$ cat config.mk
export PLATFORM = sky130hd
export DESIGN_NAME = rcdc_civil
export DESIGN_NICKNAME = d
export VERILOG_FILES = /design/src/hdl/rcdc_pkg.sv /design/src/hdl/rcdc_civil.sv
export SDC_FILE = /design/constraint.sdc
export NUM_CORES = 2
export LEC_CHECK = 0
export BUFFER_PORTS_ARGS = -buffer_cell sky130_fd_sc_hd__buf_2
export CELL_PAD_IN_SITES_DETAIL_PLACEMENT = 0
export CELL_PAD_IN_SITES_GLOBAL_PLACEMENT = 1
export CORE_UTILIZATION = 40
export CTS_BUF_LIST = sky130_fd_sc_hd__clkbuf_8
export CTS_CLUSTER_SIZE = 24
export DETAILED_ROUTE_END_ITERATION = 8
export PLACE_DENSITY = 0.68
export SYNTH_ARGS = -nofsm -noshare
export SYNTH_HDL_FRONTEND = slang
export SYNTH_SLANG_ARGS = --single-unit
$ cat constraint.sdc
create_clock -name clk -period 13.67 [get_ports clk]
set_input_delay 1.367 -clock clk [delete_from_list [all_inputs] [get_ports clk]]
set_output_delay 1.367 -clock clk [all_outputs]
set_load 0.03 [all_outputs]
$ cat src/hdl/rcdc_pkg.sv
// Shared types, constants and the month-start table for the relative date classifier.
package rcdc_pkg;

  // Result label codes.
  typedef enum logic [2:0] {
    LK_TODAY          = 3'd0,
    LK_YESTERDAY      = 3'd1,
    LK_TOMORROW       = 3'd2,
    LK_LAST_WEEKDAY   = 3'd3,
    LK_THIS_WEEKDAY   = 3'd4,
    LK_MONTH_DAY      = 3'd5,
    LK_MONTH_DAY_YEAR = 3'd6
  } label_kind_t;

  // Pipeline shape: input stage, day stages, civil stages, output stage.
  localparam int DAY_LAT    = 3;
  localparam int CIVIL_LAT  = 11;
  localparam int PIPE_DEPTH = 1 + DAY_LAT + CIVIL_LAT + 1;

  // Seconds to days: shift by 7, then floor divide by 675 after a bias.
  localparam logic [33:0] DAY_BIAS    = 34'd4294967625;  // 675 * DAY_BIAS_Q
  localparam logic [23:0] DAY_BIAS_Q  = 24'd6362915;
  localparam logic [24:0] RECIP_675   = 25'd25451658;    // floor(2^34 / 675)
  localparam logic [9:0]  DIV_675     = 10'd675;

  // Day number to era-shifted day count: 719468 plus 64 eras.
  localparam logic [23:0] CIVIL_BIAS  = 24'd10069676;
  localparam logic [18:0] ERA_DAYS    = 19'd146097;
  localparam logic [15:0] ERA_YEAR_BIAS = 16'd25600;     // 64 eras of 400 years

  // Month start (153 * mp + 2) / 5 within a March-based year.
  function automatic logic [8:0] month_start(input logic [3:0] mp);
    logic [8:0] r;
    unique case (mp)
      4'd0:    r = 9'd0;
      4'd1:    r = 9'd31;
      4'd2:    r = 9'd61;
      4'd3:    r = 9'd92;
      4'd4:    r = 9'd122;
      4'd5:    r = 9'd153;
      4'd6:    r = 9'd184;
      4'd7:    r = 9'd214;
      4'd8:    r = 9'd245;
      4'd9:    r = 9'd275;
      4'd10:   r = 9'd306;
      4'd11:   r = 9'd337;
      default: r = 9'd0;
    endcase
    return r;
  endfunction

endpackage

$ cat src/hdl/rcdc_civil.sv
// Eleven-stage proleptic Gregorian conversion of a day number to year, month, day and weekday.
module rcdc_civil (
  input  logic        clk,
  input  logic        en,
  input  logic [23:0] day,
  output logic [15:0] year,
  output logic [3:0]  month,
  output logic [4:0]  day_of_month,
  output logic [2:0]  weekday
);

  logic [23:0] zz1, zz2;
  logic [30:0] eprod;
  logic [6:0]  e0_2, e3, e4, e5, e6, e7, e8, e9, e10;
  logic [23:0] wx;
  logic [5:0]  osum;
  logic [5:0]  s2;
  logic [3:0]  wsum;
  logic [2:0]  w3, w4, w5, w6, w7, w8, w9, w10;
  logic [18:0] erem;
  logic        ege;
  logic [17:0] doe3, doe4, doe5, doe6, doe7;
  logic [25:0] aprod;
  logic [20:0] bprod;
  logic [7:0]  a0_4, a5;
  logic [2:0]  b0_4, b5;
  logic [17:0] ra, rb, n5, n6;
  logic [27:0] yprod;
  logic [8:0]  y0_6, yoe7, yoe8, yoe9, yoe10;
  logic [1:0]  c100;
  logic [17:0] ybase;
  logic [8:0]  doy8, doy9, doy10;
  logic [10:0] v8, v9;
  logic [14:0] mprod;
  logic [3:0]  mp0_9, mp10;
  logic [10:0] rmp;
  logic [3:0]  m_next;
  logic [8:0]  dom;

  // Stage 1 input: shift into a positive era-based day count.
  // Stage 2: era estimate and octal digit sum for the weekday.
  assign eprod = 31'(zz1) * 31'(114);
  assign wx    = zz1 + 24'd3;
  always_comb begin
    osum = '0;
    for (int k = 0; k < 8; k++) begin
      osum = osum + 6'(wx[3*k +: 3]);
    end
  end

  // Stage 3: era correction and weekday reduction modulo seven.
  assign erem = 19'(zz2) - 19'(26'(e0_2) * 26'(rcdc_pkg::ERA_DAYS));
  assign ege  = (erem >= rcdc_pkg::ERA_DAYS);
  assign wsum = {1'b0, s2[5:3]} + {1'b0, s2[2:0]};

  // Stage 4: estimates of doe / 1460 and doe / 36524.
  assign aprod = 26'(doe3) * 26'(179);
  assign bprod = 21'(doe3) * 21'(7);

  // Stage 5: correct both quotients and form the year-of-era numerator.
  assign ra = doe4 - 18'(18'(a0_4) * 18'(1460));
  assign rb = doe4 - 18'(18'(b0_4) * 18'(36524));

  // Stage 6 and 7: year of era by reciprocal and correction.
  assign yprod = 28'(n5) * 28'(718);

  // Stage 8: day of year.
  always_comb begin
    priority if (yoe7 >= 9'd300) c100 = 2'd3;
    else if (yoe7 >= 9'd200)     c100 = 2'd2;
    else if (yoe7 >= 9'd100)     c100 = 2'd1;
    else                         c100 = 2'd0;
  end
  assign ybase = 18'(18'(yoe7) * 18'(365)) + 18'(yoe7[8:2]) - 18'(c100);

  // Stage 9 and 10: March-based month index.
  assign v8    = 11'(11'(doy8) * 11'(5)) + 11'd2;
  assign mprod = 15'(v8) * 15'(13);
  assign v9    = 11'(11'(doy9) * 11'(5)) + 11'd2;
  assign rmp   = v9 - 11'(11'(mp0_9) * 11'(153));

  // Stage 11: civil month, day and year.
  assign m_next = (mp10 < 4'd10) ? mp10 + 4'd3 : mp10 - 4'd9;
  assign dom    = doy10 - rcdc_pkg::month_start(mp10) + 9'd1;

  logic [17:0] n6_rem;
  assign n6_rem = n6 - 18'(18'(y0_6) * 18'(365));

  always_ff @(posedge clk) begin
    if (en) begin
      zz1  <= day + rcdc_pkg::CIVIL_BIAS;
      zz2  <= zz1;
      e0_2 <= eprod[30:24];
      s2   <= osum;

      e3   <= e0_2 + 7'(ege);
      doe3 <= ege ? 18'(erem - rcdc_pkg::ERA_DAYS) : erem[17:0];
      if (wsum >= 4'd14) begin
        w3 <= 3'(wsum - 4'd14);
      end else if (wsum >= 4'd7) begin
        w3 <= 3'(wsum - 4'd7);
      end else begin
        w3 <= wsum[2:0];
      end

      a0_4 <= aprod[25:18];
      b0_4 <= bprod[20:18];
      doe4 <= doe3;
      e4   <= e3;
      w4   <= w3;

      n5   <= doe4 - 18'(a5) + 18'(b5) - 18'(doe4 == 18'd146096);
      doe5 <= doe4;
      e5   <= e4;
      w5   <= w4;

      n6   <= n5;
      y0_6 <= yprod[26:18];
      doe6 <= doe5;
      e6   <= e5;
      w6   <= w5;

      yoe7 <= y0_6 + 9'(n6_rem >= 18'd365);
      doe7 <= doe6;
      e7   <= e6;
      w7   <= w6;

      doy8 <= 9'(doe7 - ybase);
      yoe8 <= yoe7;
      e8   <= e7;
      w8   <= w7;

      mp0_9 <= mprod[14:11];
      doy9  <= doy8;
      yoe9  <= yoe8;
      e9    <= e8;
      w9    <= w8;

      mp10  <= mp0_9 + 4'(rmp >= 11'd153);
      doy10 <= doy9;
      yoe10 <= yoe9;
      e10   <= e9;
      w10   <= w9;

      month        <= m_next;
      day_of_month <= dom[4:0];
      weekday      <= w10;
      year         <= 16'(yoe10) + 16'(16'(e10) * 16'(400)) - rcdc_pkg::ERA_YEAR_BIAS
                      + 16'(m_next <= 4'd2);
    end
  end

  // Quotient corrections for stage 5.
  assign a5 = a0_4 + 8'(ra >= 18'd1460);
  assign b5 = b0_4 + 3'(rb >= 18'd36524);

endmodule

==> flow_metrics.tcl <==
set metrics [dict create \
    status "finished, final reports clean" \
    multiInputGateArea_um2 21900 \
    synth_edf_count 350 \
    syn_avg_cell_area_um2 11.3 \
    ant_nets 0 \
    r2r_start "a0_4[2]" \
    clock_path_buffers 3 \
    die_h_um 298 \
    drc 0 \
    finalHoldViolations 0 \
    arrival_ns 10.03 \
    seq_area_um2 10600 \
    grt_max_degree 101 \
    via_per_inst 4.75 \
    clock_skew_ns 0.0480 \
    cts_setup_buffers 0 \
    finalSetupViolCount 0 \
    vias 20900 \
    yosys_warnings 0 \
    grt_first_pass_wirelength_mm 109 \
    slowest_delay_ns 0.59 \
    cp-start-kind "flop" \
    maxCapViolCount 0 \
    synth_top_area_cell "edfxtp_1" \
    hp-class "flop to flop" \
    finalSetupTns_ns 0 \
    wl_per_cell_um 14.2 \
    slew_violations 0 \
    period_needed_ns 9.61 \
    period_share 0.703 \
    num-fill-cells 8229 \
    grt_setup_unrepaired "no" \
    fmax_mhz 104 \
    die-area_um2 88700 \
    wl_mm 62.6 \
    worstSkewPairLatency_ns 0.68 \
    cts_tree "built" \
    yosysUniqueCellTypes 82 \
    overflow 0 \
    synth_area_um2 35000 \
    coreArea_um2 86800 \
    ioPinCount 54 \
    r2r_end "n5[17]" \
    final_common_cell "inv_1" \
    dpl.cell_count 4294 \
    relSlewSlack 0.354 \
    drive_gt1_frac 0.0538 \
    cp_slowest_cell "o41ai_1" \
    cts_buffers 60 \
    synth-seq-area-share 0.303 \
    ctsResizeCount 0 \
    stdcell_count 4406 \
    die_w_um 298 \
    synth-async-reset-ratio 0 \
    worstPathRequired_ns 14.09 \
    critPathKind "flop to flop" \
    first_pass_iters 5 \
    syn_inst 3094 \
    drt_iter0_drc 740 \
    r2r_slack_ns 4.06 \
    rr_worst_depth 34 \
    placed_area_um2 36700 \
    tightestPinTransition_ns 0.969 \
    start_util 0.403 \
    root_buffer "clkbuf_8" \
    first_global_vias 21900 \
    clk_transition_reported_paths_ns 0.07 \
    area_growth_pct 8.48 \
    setup.worst_path.end "n5[17]" \
    fin_area_um2 38000 \
    cts_sinks 355 \
    final_cell_mix "656 x inv_1, 639 x ha_1, 350 x edfxtp_1" \
    synth-main-ff-cell "edfxtp_1" \
    dp_hpwl_mm 50.2 \
    post-synth-top-area-fraction 0.300 \
    track_usage 0.148 \
    htree_levels 2 \
    fin_nets 4189 \
    row_count 108 \
    holdBufCountCts 0 \
    crit_fanout 6 \
    n_antenna_cell 0 \
    startpoint "a0_4[2]" \
    cp-end-kind "flop" \
    yosys_register_bits 355 \
    antenna_found_initial 0 \
    gp_congestion 0.814 \
    synth_nets 4082 \
    io_buffer_count 53 \
    ys_top_cells_by_area "edfxtp_1 30%, ha_1 23%, fa_1 18%" \
]
critical path, delay by kind of cell (launching register included):
| family | cells | cell delay (ns) |
|---|---|---|
| adder cells (fa/ha/maj) | 10 | 4.03 |
| AO/OA/AOI/OAI | 16 | 3.74 |
| AND/OR/NAND/NOR | 2 | 0.62 |
| multiplexers | 1 | 0.10 |
| flip-flops | 1 | 0.51 |
| XOR/XNOR | 2 | 0.23 |
| buffers and inverters | 3 | 0.16 |
stage by stage:
| stage | worst slack [ns] | util | hold WS [ns] |
|---|---|---|---|
| floorplan | 4.78 | - | 0.400 |
| global placement | 4.12 | 0.423 | 0.401 |
| detailed placement | 4.04 | 0.423 | 0.405 |
| CTS | 3.98 | 0.438 | 0.342 |
| global route | 3.53 | 0.438 | 0.356 |
| finish | 4.06 | 0.438 | 0.376 |
how the worst min path moves through the flow:
| stage | start | to | slack [ns] | cells after the start |
|---|---|---|---|---|
| finish | doe6[3] | doe7[3] | 0.38 | 0 |
| global route | doe6[3] | doe7[3] | 0.36 | 0 |
| CTS | doe6[3] | doe7[3] | 0.34 | 0 |
| detailed placement | doe5[6] | doe6[6] | 0.40 | 0 |
| global placement | w9[2] | w10[2] | 0.40 | 0 |
| floorplan | doe5[0] | doe6[0] | 0.40 | 0 |
Yosys cell counts (7+ instances only):
library cell    n
fa_1          323
mux2i_1        10
nand3_1        41
o21ai_0        84
o31ai_1        13
a211oi_1       10
o21ai_1         9
nand3b_1        8
nand2b_1       15
o2111ai_1       7
nand4_1        15
nor2b_1        22
a211o_1         8
a21o_1         58
o21bai_1       22
a31o_2          8
nand2_1        88
inv_1         642
a21oi_1        96
nor2_1        103
o211ai_1       13
and3_1         17
ha_1          639
o21a_1         36
or2_2           8
nor3_1         37
xor2_1         75
xnor2_1       183
edfxtp_1      350
or3_1          11
a31oi_1        23
clkbuf_1        8
layer usage:
| metal | GRT usage | vias up | part of all wire |
|---|---|---|---|
| met5 | 0 | - | 0 |
| met4 | 0.0310 | 0 | 0.017 |
| met3 | 0.0176 | 73 | 0.024 |
| met2 | 0.251 | 156 | 0.47 |
| met1 | 0.204 | 9976 | 0.49 |
| li1 | - | 10700 | - |
flip-flops by register name (all words and copies together) (netlist names), 16 cells and up, named ones only:
register,cells
year,16
doe4,18
zz2,19
n5,18
doe3,18
zz1,24
n6,18
logic make-up after synthesis:
logic type      count (synthesis)  synth area share
fa+ha+maj                     962             0.413
buf+inv                       655            0.0706
compound gates                451            0.0876
simple gates                  400            0.0570
flops                         355             0.303
xor+xnor                      259            0.0650
mux                            12           0.00350
final cells by class:
cell class,instances,area share
Clock inverter,52,0.0117
Timing Repair Buffer,58,0.00824
Sequential cell,355,0.279
Tap cell,1155,0.0381
Clock buffer,60,0.0218
Inverter,642,0.0635
Multi-Input combinational cell,2084,0.577
Power is not shown: default switching activity piles up to over one toggle a cycle in this logic, so the estimate is an artifact.
