**config.mk**
```make
export PLATFORM = sky130hd
export DESIGN_NAME = rcdc_day
export DESIGN_NICKNAME = d
export VERILOG_FILES = /design/src/hdl/rcdc_pkg.sv /design/src/hdl/rcdc_day.sv
export SDC_FILE = /design/constraint.sdc
export NUM_CORES = 1
export LEC_CHECK = 0
export BUFFER_PORTS_ARGS = -buffer_cell sky130_fd_sc_hd__buf_2
export CORE_MARGIN = 2
export CORE_UTILIZATION = 45
export DETAILED_ROUTE_END_ITERATION = 7
export SETUP_SLACK_MARGIN = 0.02
export SLEW_MARGIN = 10
export SYNTH_ARGS = -nofsm -noshare
export SYNTH_HDL_FRONTEND = slang
export SYNTH_SLANG_ARGS = --single-unit
export TNS_END_PERCENT = 10
```
**constraint.sdc**
```tcl
create_clock -name clk -period 19.5 [get_ports clk]
set_input_delay 2.925 -clock clk [delete_from_list [all_inputs] [get_ports clk]]
set_output_delay 2.925 -clock clk [all_outputs]
set_load 0.02 [all_outputs]
```
**src/hdl/rcdc_pkg.sv**
```systemverilog
// Shared types, constants and the month-start table for the relative date classifier.
package rcdc_pkg;

  // Result label codes.
  typedef enum logic [2:0] {
    LK_TODAY          = 3'd0,
    LK_YESTERDAY      = 3'd1,
    LK_TOMORROW       = 3'd2,
    LK_LAST_WEEKDAY   = 3'd3,
    LK_THIS_WEEKDAY   = 3'd4,
    LK_MONTH_DAY      = 3'd5,
    LK_MONTH_DAY_YEAR = 3'd6
  } label_kind_t;

  // Pipeline shape: input stage, day stages, civil stages, output stage.
  localparam int DAY_LAT    = 3;
  localparam int CIVIL_LAT  = 11;
  localparam int PIPE_DEPTH = 1 + DAY_LAT + CIVIL_LAT + 1;

  // Seconds to days: shift by 7, then floor divide by 675 after a bias.
  localparam logic [33:0] DAY_BIAS    = 34'd4294967625;  // 675 * DAY_BIAS_Q
  localparam logic [23:0] DAY_BIAS_Q  = 24'd6362915;
  localparam logic [24:0] RECIP_675   = 25'd25451658;    // floor(2^34 / 675)
  localparam logic [9:0]  DIV_675     = 10'd675;

  // Day number to era-shifted day count: 719468 plus 64 eras.
  localparam logic [23:0] CIVIL_BIAS  = 24'd10069676;
  localparam logic [18:0] ERA_DAYS    = 19'd146097;
  localparam logic [15:0] ERA_YEAR_BIAS = 16'd25600;     // 64 eras of 400 years

  // Month start (153 * mp + 2) / 5 within a March-based year.
  function automatic logic [8:0] month_start(input logic [3:0] mp);
    logic [8:0] r;
    unique case (mp)
      4'd0:    r = 9'd0;
      4'd1:    r = 9'd31;
      4'd2:    r = 9'd61;
      4'd3:    r = 9'd92;
      4'd4:    r = 9'd122;
      4'd5:    r = 9'd153;
      4'd6:    r = 9'd184;
      4'd7:    r = 9'd214;
      4'd8:    r = 9'd245;
      4'd9:    r = 9'd275;
      4'd10:   r = 9'd306;
      4'd11:   r = 9'd337;
      default: r = 9'd0;
    endcase
    return r;
  endfunction

endpackage

```
**src/hdl/rcdc_day.sv**
```systemverilog
// Three-stage floor division of signed seconds by 86400 into a day number.
module rcdc_day (
  input  logic               clk,
  input  logic               en,
  input  logic signed [39:0] secs,
  output logic        [23:0] day
);

  logic [33:0] u_next;
  logic [33:0] u1;
  logic [33:0] u2;
  logic [24:0] q0;
  logic [58:0] prod;
  logic [33:0] rem;
  logic [24:0] q;

  // Divide by 128 with an arithmetic shift, then bias to a positive value.
  assign u_next = {secs[39], secs[39:7]} + rcdc_pkg::DAY_BIAS;

  // Reciprocal estimate, low by at most one.
  assign prod = 59'(u1) * 59'(rcdc_pkg::RECIP_675);

  // Correct the estimate with one compare.
  assign rem = u2 - 34'(35'(q0) * 35'(rcdc_pkg::DIV_675));
  assign q   = q0 + {24'd0, (rem >= 34'(rcdc_pkg::DIV_675))};

  always_ff @(posedge clk) begin
    if (en) begin
      u1  <= u_next;
      u2  <= u1;
      q0  <= prod[58:34];
      day <= q[23:0] - rcdc_pkg::DAY_BIAS_Q;
    end
  end

endmodule

```
==> results of run 1 <==
==> critical path: cells and delay by family, from the launching register on <==
kind	cells	cell delay [ns]
and+or+nand+nor	10	2.59
AOI/OAI and AO/OA	7	2.39
DFF	1	0.67
xor gates and xnor gates	1	0.07
buffers and inverters	2	0.16
adders and majority gates	7	2.97
==> final timing paths <==
kind | end | slack (ns) | cells after the start
worst max-delay path | day[23]$_DFFE_PP_ | 10.40 | 27
worst min-delay path | u2[13]$_DFFE_PP_ | 0.74 | 1
worst max register to register | day[23]$_DFFE_PP_ | 10.40 | 27
worst min register to register | u2[13]$_DFFE_PP_ | 0.74 | 1
==> sequential cells by signal (all words and copies together), names as in the netlist <==
name	flops
u1	34
u2	34
q0	25
day	24
==> kinds of logic (layout without fill, tap and decap cells) <==
group | Yosys count | count (layout) | synth area share, %
xor gates and xnor gates | 100 | 100 | 4.06
and+or+nand+nor | 241 | 241 | 5.62
muxes | 7 | 7 | 0.325
DFF | 117 | 117 | 16.3
adders and majority gates | 803 | 803 | 57.6
AOI/OAI and AO/OA | 245 | 245 | 7.73
buffers and inverters | 481 | 564 | 8.38
==> layer usage <==
| metal | vias to the layer above | track usage (%) |
|---|---|---|
| li1 | 6797 | - |
| met1 | 6823 | 26.7 |
| met2 | 181 | 33.4 |
| met3 | 62 | 3.02 |
| met4 | 0 | 6.99 |
| met5 | - | 0 |
==> Yosys cell counts, types with 29 or more instances <==
library cell	instances	area (um^2)
nand4_1	29	181
xor2_1	39	342
nor2_1	56	210
xnor2_1	61	534
a21o_1	36	270
ha_1	486	6080
fa_1	317	6350
a21oi_1	71	355
o21ai_0	32	160
inv_1	468	1760
nand2_1	55	206
edfxtp_1	117	3510
==> metrics by stage <==
| stage | cells | hold WS [ns] | util (%) | cell area [um^2] | setup slack (ns) |
|---|---|---|---|---|---|
| final | 2692 | 0.738 | 48.8 | 23200 | 10.40 |
| after global routing | 2692 | 0.766 | 48.8 | 23200 | 9.62 |
| after CTS | 2692 | 0.746 | 48.8 | 23200 | 10.32 |
| after detailed placement | 2660 | 0.730 | 47.6 | 22600 | 10.37 |
| after global placement | 2660 | 0.727 | 47.6 | 22600 | 10.41 |
| after floorplan | 1994 | 0.650 | - | 21600 | 11.97 |
==> layout make-up <==
type / count / area [um^2] / share of cell area, %
Inverter: 469 / 1760 / 7.59
Tap cell: 615 / 769 / 3.32
Sequential cell: 117 / 3510 / 15.1
Timing Repair Buffer: 63 / 330 / 1.42
Clock buffer: 17 / 425 / 1.83
Multi-Input combinational cell: 1396 / 16300 / 70.0
Clock inverter: 15 / 155 / 0.669
==> key figures, run 1 <==
Synth
  – Mapped cell area: 21600 um^2
  – Mapped Avg Cell Area: 10.8 um^2
  – Syn Inst Count: 1994
  – EDFF count, synth: 117
  – Syn. warnings: 0
  – Async SR Flop Fraction: 0%
  – Synth cell types: 69
  – Post-synth net total: 2839
  – Register area share after synthesis: 16.3%
  – Ys flop type: edfxtp_1
  – Flops & latches, synth: 117

Worst setup path
  – CP peak stage delay: 0.67 ns
  – Most repeated library cell on the critical path: fa_1
  – Path type of the worst setup path: flop to flop
  – Required time worst endpoint: 19.69 ns
  – CP Max Fanout: 11
  – CP arrival: 9.29 ns
  – CP Launch Point: q0[14]$_DFFE_PP_
  – Reg-to-Reg Start: q0[14]$_DFFE_PP_
  – CP Capture Type: flop
  – CP max-delay cell: edfxtp_1
  – Startpoint Class: flop

Route
  – Routed wire per std cell: 16.9 um
  – Top sig layer: met4
  – Vias per cell: 5.15
  – Post-Route WL: 45400 um
  – Vias: 13863
  – Metal-1 WL: 21200 um
  – 1st-iter DRT viols: 578
  – # DRC: 0
  – DR WL met2: 21400 um
  – DRT antenna net count: 0
  – Drt first pass iters: 5
  – Met3 WL: 1360 um

CTS
  – Worst-Skew Late Latency: 0.46 ns
  – Clock sinks: 117
  – # H-tree levels: 4
  – Hold buffer count at CTS: 0
  – Setup Fix Bufs, Post-CTS: 0
  – Clock tree buffer depth: 2
  – CTS buffer count: 17
  – CTS clk-pin slew, worst paths: 0.06 ns
  – Root buf cell: clkbuf_16
  – CTS tree: built
  – Post-cts resize count: 0

Min path
  – Min-delay worst type: flop to flop
  – Start point of the worst hold path: u1[13]$_DFFE_PP_

Outcome
  – Outcome: completed

Global routing
  – First-pass GRT wire length: 77400 um
  – Largest net degree at the start of global routing: 51
  – Vias in the first global route: 15191
  – Initial antenna violation count: 0
  – Remaining Overflow, GRT: 0
  – GRT Util Overall: 20.0%

Finish
  – Ant. Diodes: 0
  – Most common cell after layout, fill and taps aside: ha_1
  – Share of layout cells above drive strength 1: 5.39%
  – Most frequent cells in the layout: 486 x ha_1, 468 x inv_1, 317 x fa_1, 117 x edfxtp_1, 71 x a21oi_1
  – Layout fillers: 4328
  – Final nets: 2909
  – Area Overhead vs Synth: 7.57%

STA
  – Final clock skew: 0.00812 ns
  – Min Tclk post-route: 9.10 ns
  – Tcrit/Tclk final: 46.7%
  – Fin. Hold Viols: 0
  – Slew margin rel.: 39.5%
  – Final slew viol count: 0
  – Worst slew pin tran: 0.907 ns
  – Final Setup Violations: 0
  – RSZ-0062 raised after global routing: no
  – FMAX: 110 MHz
  – Fin Setup TNS: 0 ns

Run
  – Max Cap Violations: 0

Place
  – HPWL after DPL: 37200 um
  – RD Place Congestion: 0.860
  – Port bufs: 58

Die
  – Core ar.: 47500 um^2
  – Die height: 223 um
  – Cell row count: 80
  – Starting Density: 45.4%
  – Total I/O pin count: 66
  – DIE AREA: 49700 um^2
  – Width of the die: 223 um
Power of run 1 is not shown: default switching activity piles up to over one toggle a cycle in this logic, so the estimate is an artifact.
==> inputs of run 2 (changes only) <==
clock period = 9.5 ns   (was 19.5 ns; I/O delays follow)
==> run 2 against run 1 <==
Against the previous run:
- non-clock buffer count grew 5
- register-to-register slack got worse by 9.8 ns
- count of clock-buffer cells in the layout unchanged
- hold slack got worse by 0.035 ns
- clock skew grew 0.0040 ns
- global-route usage up 0.31 points
- first-iteration DRC count grew 11%
- setup slack got worse by 9.8 ns
- utilization grew 0.11 points
- sequential share of layout area barely moved
- routed wire length increased by 2.8%
- critical endpoint is now day[20]$_DFFE_PP_
==> key figures, run 2 (same netlist as run 1, synthesis figures left out) <==
Die
  – Width of the die: 223 um (unchanged)
  – Core ar.: 47500 um^2 (unchanged)
  – Starting Density: 45.4% (unchanged)
  – Die height: 223 um (unchanged)
  – Cell row count: 80 (unchanged)
  – Total I/O pin count: 66 (unchanged)
  – DIE AREA: 49700 um^2 (unchanged)

STA
  – Final clock skew: 0.0121 ns (+0.00403 ns)
  – Tcrit/Tclk final: 93.9% (+47 points)
  – Slew margin rel.: 35.6% (-3.9 points)
  – Worst setup margin: 0.582 ns (-9.81 ns)
  – Final slew viol count: 0 (unchanged)
  – Worst slew pin tran: 0.966 ns (+0.0588 ns)
  – Final Setup Violations: 0 (unchanged)
  – Fin. Hold Viols: 0 (unchanged)
  – Min Tclk post-route: 8.92 ns (-0.185 ns)
  – RSZ-0062 raised after global routing: no
  – Fin Setup TNS: 0 ns (unchanged)
  – FMAX: 112 MHz (+2.1%)

Global routing
  – GRT Util Overall: 20.3% (+0.31 points)
  – Initial antenna violation count: 0 (unchanged)
  – Largest net degree at the start of global routing: 49 (-3.9%)
  – Vias in the first global route: 15427 (+1.6%)
  – Remaining Overflow, GRT: 0 (unchanged)
  – First-pass GRT wire length: 79200 um (+2.3%)

Worst setup path
  – R2R depth: 29 (+7.4%)
  – Required time worst endpoint: 9.69 ns (-10.00 ns)
  – CP arrival: 9.11 ns (-0.18 ns)
  – CP max-delay cell: edfxtp_1
  – CP Max Fanout: 11 (unchanged)
  – CP Capture Type: flop
  – CP peak stage delay: 0.70 ns (+0.03 ns)
  – Startpoint Class: flop
  – Path type of the worst setup path: flop to flop

Run
  – Max Cap Violations: 0 (unchanged)

Route
  – # DRC: 0 (unchanged)
  – DRT antenna net count: 0 (unchanged)
  – Vias: 14081 (+1.6%)
  – 1st-iter DRT viols: 640 (+11%)
  – Drt first pass iters: 5 (unchanged)
  – Vias per cell: 5.22 (+1.4%)
  – Routed wire per std cell: 17.3 um (+2.7%)
  – Post-Route WL: 46700 um (+2.8%)

Place
  – RD Place Congestion: 0.859 (-0.16%)
  – Port bufs: 58 (unchanged)
  – HPWL after DPL: 38100 um (+2.5%)
  – Worst slack at placement: 0.510 ns (-9.86 ns)

Finish
  – Most common cell after layout, fill and taps aside: ha_1
  – Ant. Diodes: 0 (unchanged)
  – Largest regs: u1 x34, u2 x34, q0 x25
  – Most frequent cells in the layout: 486 x ha_1, 468 x inv_1, 317 x fa_1, 117 x edfxtp_1, 71 x a21oi_1
  – Share of layout cells above drive strength 1: 5.57% (+0.18 points)
  – Area Overhead vs Synth: 7.81%
  – Final nets: 2914 (+0.17%)
  – Layout fillers: 4386 (+1.3%)

CTS
  – Worst-Skew Late Latency: 0.44 ns (-0.02 ns)
  – CTS buffer count: 17 (unchanged)
  – # H-tree levels: 4 (unchanged)
  – CTS clk-pin slew, worst paths: 0.06 ns (about the same)
  – Root buf cell: clkbuf_16
  – Clock tree buffer depth: 2 (unchanged)
  – CTS tree: built
  – Clock sinks: 117 (unchanged)

Outcome
  – Outcome: completed

Min path
  – Min-Delay Path Depth: 1 (unchanged)
  – Min-delay worst type: flop to flop
run 2: cell count changes in the layout (fill, tap and decap cells not counted):
cell,before,now
clkinvlp_4,5,2
clkinv_2,2,4
inv_6,3,1
clkinv_1,1,3
bufinv_16,2,3
o41ai_1,3,2
o41ai_2,0,1
buf_4,6,11
run 2: area by class of cell:
type | count | area (um^2) | area share, %
inverter | 469 | 1760 | 7.57
sequential | 117 | 3510 | 15.1
tap | 615 | 769 | 3.31
clock buffer | 17 | 425 | 1.83
multi-input combinational | 1396 | 16300 | 69.9
clock inverter | 15 | 163 | 0.699
timing repair buffer | 68 | 368 | 1.58
run 2: repair_timing:
action | 4_1_cts | 5_1_grt
setup endpoints to repair | 0 | 2
hold buffers | 0 | 0
buffers inserted | 0 | 0
resized for setup | 0 | 1
run 2: per-layer routing:
layer,global-route usage [%],vias up,part of all wire (%)
li1,-,6795,-
met1,27.7,7072,48
met2,34.8,171,48
met3,2.08,43,1.9
met4,5.15,0,1.6
met5,0,-,0
run 2: critical path, delay by kind of cell (launching register included):
| kind | cells | cell delay (ns) |
|---|---|---|
| adder cells (fa/ha/maj) | 8 | 3.13 |
| flip-flops | 1 | 0.70 |
| buffers and inverters | 2 | 0.10 |
| AO/OA/AOI/OAI | 7 | 1.94 |
| AND/OR/NAND/NOR | 12 | 2.79 |
run 2: through the flow:
step / util (%) / hold WS [ns] / cell area (um^2) / cells
2_1_floorplan: - / 0.650 / 21600 / 1994
3_3_place_gp: 47.7 / 0.701 / 22700 / 2665
3_5_place_dp: 47.7 / 0.694 / 22700 / 2665
4_1_cts: 48.9 / 0.711 / 23300 / 2697
5_1_grt: 48.9 / 0.728 / 23300 / 2697
6_report: 48.9 / 0.704 / 23300 / 2697
run 2: final timing paths:
path,startpoint,endpoint,slack [ns]
max,q0[14]$_DFFE_PP_,day[20]$_DFFE_PP_,0.58
min,u1[32]$_DFFE_PP_,u2[32]$_DFFE_PP_,0.70
max reg2reg,q0[14]$_DFFE_PP_,day[20]$_DFFE_PP_,0.58
min reg2reg,u1[32]$_DFFE_PP_,u2[32]$_DFFE_PP_,0.70
Power of run 2 is left out for the same reason.
==> inputs of run 3 (changes only) <==
==> constraint.sdc (replaced) <==
create_clock -name clk -period 11.47 [get_ports clk]
set_input_delay 1.7205 -clock clk [delete_from_list [all_inputs] [get_ports clk]]
set_output_delay 1.7205 -clock clk [all_outputs]
set_load 0.01 [all_outputs]
==> run 3 against run 2 <==
Against the previous run:
- critical path depth down 2
- hold slack better by 0.013 ns
- utilization down 0.18 points
- register-to-register slack better by 2.0 ns
==> key figures, run 3 (same netlist as run 1, synthesis figures left out) <==
Worst setup path
  – CP Max Fanout: 10 (-1)
  – Required time worst endpoint: 11.66 ns (+1.97 ns)
  – Path type of the worst setup path: flop to flop
  – CP arrival: 9.09 ns (-0.02 ns)
  – Startpoint Class: flop
  – CP Capture Type: flop

STA
  – Fin. Hold Viols: 0 (unchanged)
  – FMAX: 112 MHz (+0.18%)
  – Min Tclk post-route: 8.90 ns (-0.0158 ns)
  – Final clock skew: 0.00881 ns (-0.00334 ns)
  – Final Setup Violations: 0 (unchanged)
  – Tcrit/Tclk final: 77.6% (-16 points)
  – RSZ-0062 raised after global routing: no
  – Fin Setup TNS: 0 ns (unchanged)
  – Slew margin rel.: 30.5% (-5.2 points)
  – Final slew viol count: 0 (unchanged)
  – Worst slew pin tran: 1.04 ns (+0.0775 ns)

Route
  – 1st-iter DRT viols: 655 (+2.3%)
  – # DRC: 0 (unchanged)
  – Vias per cell: 5.22 (about the same)
  – DRT antenna net count: 0 (unchanged)
  – Post-Route WL: 46900 um (+0.43%)
  – Routed wire per std cell: 17.4 um (+0.65%)
  – Drt first pass iters: 5 (unchanged)
  – Vias: 14044 (-0.26%)

Die
  – DIE AREA: 49700 um^2 (unchanged)
  – Cell row count: 80 (unchanged)
  – Starting Density: 45.4% (unchanged)
  – Die height: 223 um (unchanged)
  – Total I/O pin count: 66 (unchanged)
  – Core ar.: 47500 um^2 (unchanged)
  – Width of the die: 223 um (unchanged)

CTS
  – Clock sinks: 117 (unchanged)
  – CTS buffer count: 17 (unchanged)
  – CTS clk-pin slew, worst paths: 0.06 ns (about the same)
  – Post-cts resize count: 0 (unchanged)
  – Setup Fix Bufs, Post-CTS: 0 (unchanged)
  – Hold buffer count at CTS: 0 (unchanged)
  – Root buf cell: clkbuf_16
  – Clock tree buffer depth: 2 (unchanged)
  – CTS tree: built
  – # H-tree levels: 4 (unchanged)
  – Worst-Skew Late Latency: 0.45 ns (about the same)

Finish
  – Most frequent cells in the layout: 486 x ha_1, 468 x inv_1, 317 x fa_1, 117 x edfxtp_1, 71 x a21oi_1
  – Final nets: 2909 (-0.17%)
  – Largest regs: u1 x34, u2 x34, q0 x25
  – Area Overhead vs Synth: 7.41%
  – Most common cell after layout, fill and taps aside: ha_1
  – Layout fillers: 4343 (-0.98%)
  – Share of layout cells above drive strength 1: 5.11% (-0.47 points)
  – Ant. Diodes: 0 (unchanged)

Outcome
  – Outcome: completed

Place
  – Port bufs: 58 (unchanged)
  – HPWL after DPL: 38000 um (-0.32%)
  – RD Place Congestion: 0.857 (-0.17%)

Run
  – Max Cap Violations: 0 (unchanged)

Global routing
  – Remaining Overflow, GRT: 0 (unchanged)
  – Initial antenna violation count: 0 (unchanged)
  – Largest net degree at the start of global routing: 83 (+69%)
  – Vias in the first global route: 15217 (-1.4%)
  – GRT Util Overall: 20.3% (-0.049 points)
  – First-pass GRT wire length: 78700 um (-0.63%)

Min path
  – Min-delay worst type: flop to flop
[run 3: layer usage]
| layer | part of all wire (%) | GRT usage [%] | wire length (um) | vias up |
|---|---|---|---|---|
| met3 | 2.8 | 2.34 | 1320 | 47 |
| li1 | - | - | - | 6779 |
| met5 | 0 | 0 | 0 | - |
| met4 | 2.0 | 5.59 | 929 | 0 |
| met2 | 48 | 34.6 | 22700 | 198 |
| met1 | 47 | 27.4 | 21900 | 7020 |
[run 3: final cells by class]
| type | count | area, um^2 | area share (%) |
|---|---|---|---|
| clock inverter | 12 | 114 | 0.491 |
| tap | 615 | 769 | 3.32 |
| inverter | 469 | 1760 | 7.60 |
| multi-input combinational | 1396 | 16300 | 70.1 |
| timing repair buffer | 63 | 330 | 1.43 |
| clock buffer | 19 | 433 | 1.87 |
| sequential | 117 | 3510 | 15.2 |
[run 3: worst max-delay path: stages (launching register included)]
cell and delay, ns:
edfxtp_1 0.67, ha_1 0.34, fa_1 0.51, fa_1 0.44, fa_1 0.49, inv_1 0.05, fa_1 0.44, ha_1 0.48
nand2_1 0.12, o21ai_1 0.44, or2_2 0.21, o2111ai_1 0.10, nor4_1 0.30, nand4_1 0.12, nor4_1 0.22, nand4_1 0.11
or4_1 0.53, nor4_2 0.49, ha_1 0.25, o21ai_0 0.18, o31ai_1 0.39, a21oi_1 0.26, o21ai_0 0.43, inv_1 0.11
o41ai_1 0.56, nand2_1 0.17, nand3_1 0.14, xor2_1 0.07
[run 3: final timing paths]
kind / from / endpoint / slack, ns / depth (start not counted)
worst max-delay path: q0[13]$_DFFE_PP_ / day[23]$_DFFE_PP_ / 2.57 / 27
worst min-delay path: u1[32]$_DFFE_PP_ / u2[32]$_DFFE_PP_ / 0.72 / 1
worst max register to register: q0[13]$_DFFE_PP_ / day[23]$_DFFE_PP_ / 2.57 / 27
worst min register to register: u1[32]$_DFFE_PP_ / u2[32]$_DFFE_PP_ / 0.72 / 1
[run 3: per-stage QoR]
step | util [%] | instances | worst slack (ns) | hold WS (ns) | area (um^2)
global placement | 47.6 | 2660 | 2.59 | 0.701 | 22600
global route | 48.7 | 2691 | 1.82 | 0.737 | 23200
finish | 48.7 | 2691 | 2.57 | 0.717 | 23200
detailed placement | 47.6 | 2660 | 2.52 | 0.716 | 22600
CTS | 48.7 | 2691 | 2.50 | 0.731 | 23200
floorplan | - | 1994 | 3.94 | 0.650 | 21600
Power of run 3 is left out for the same reason.
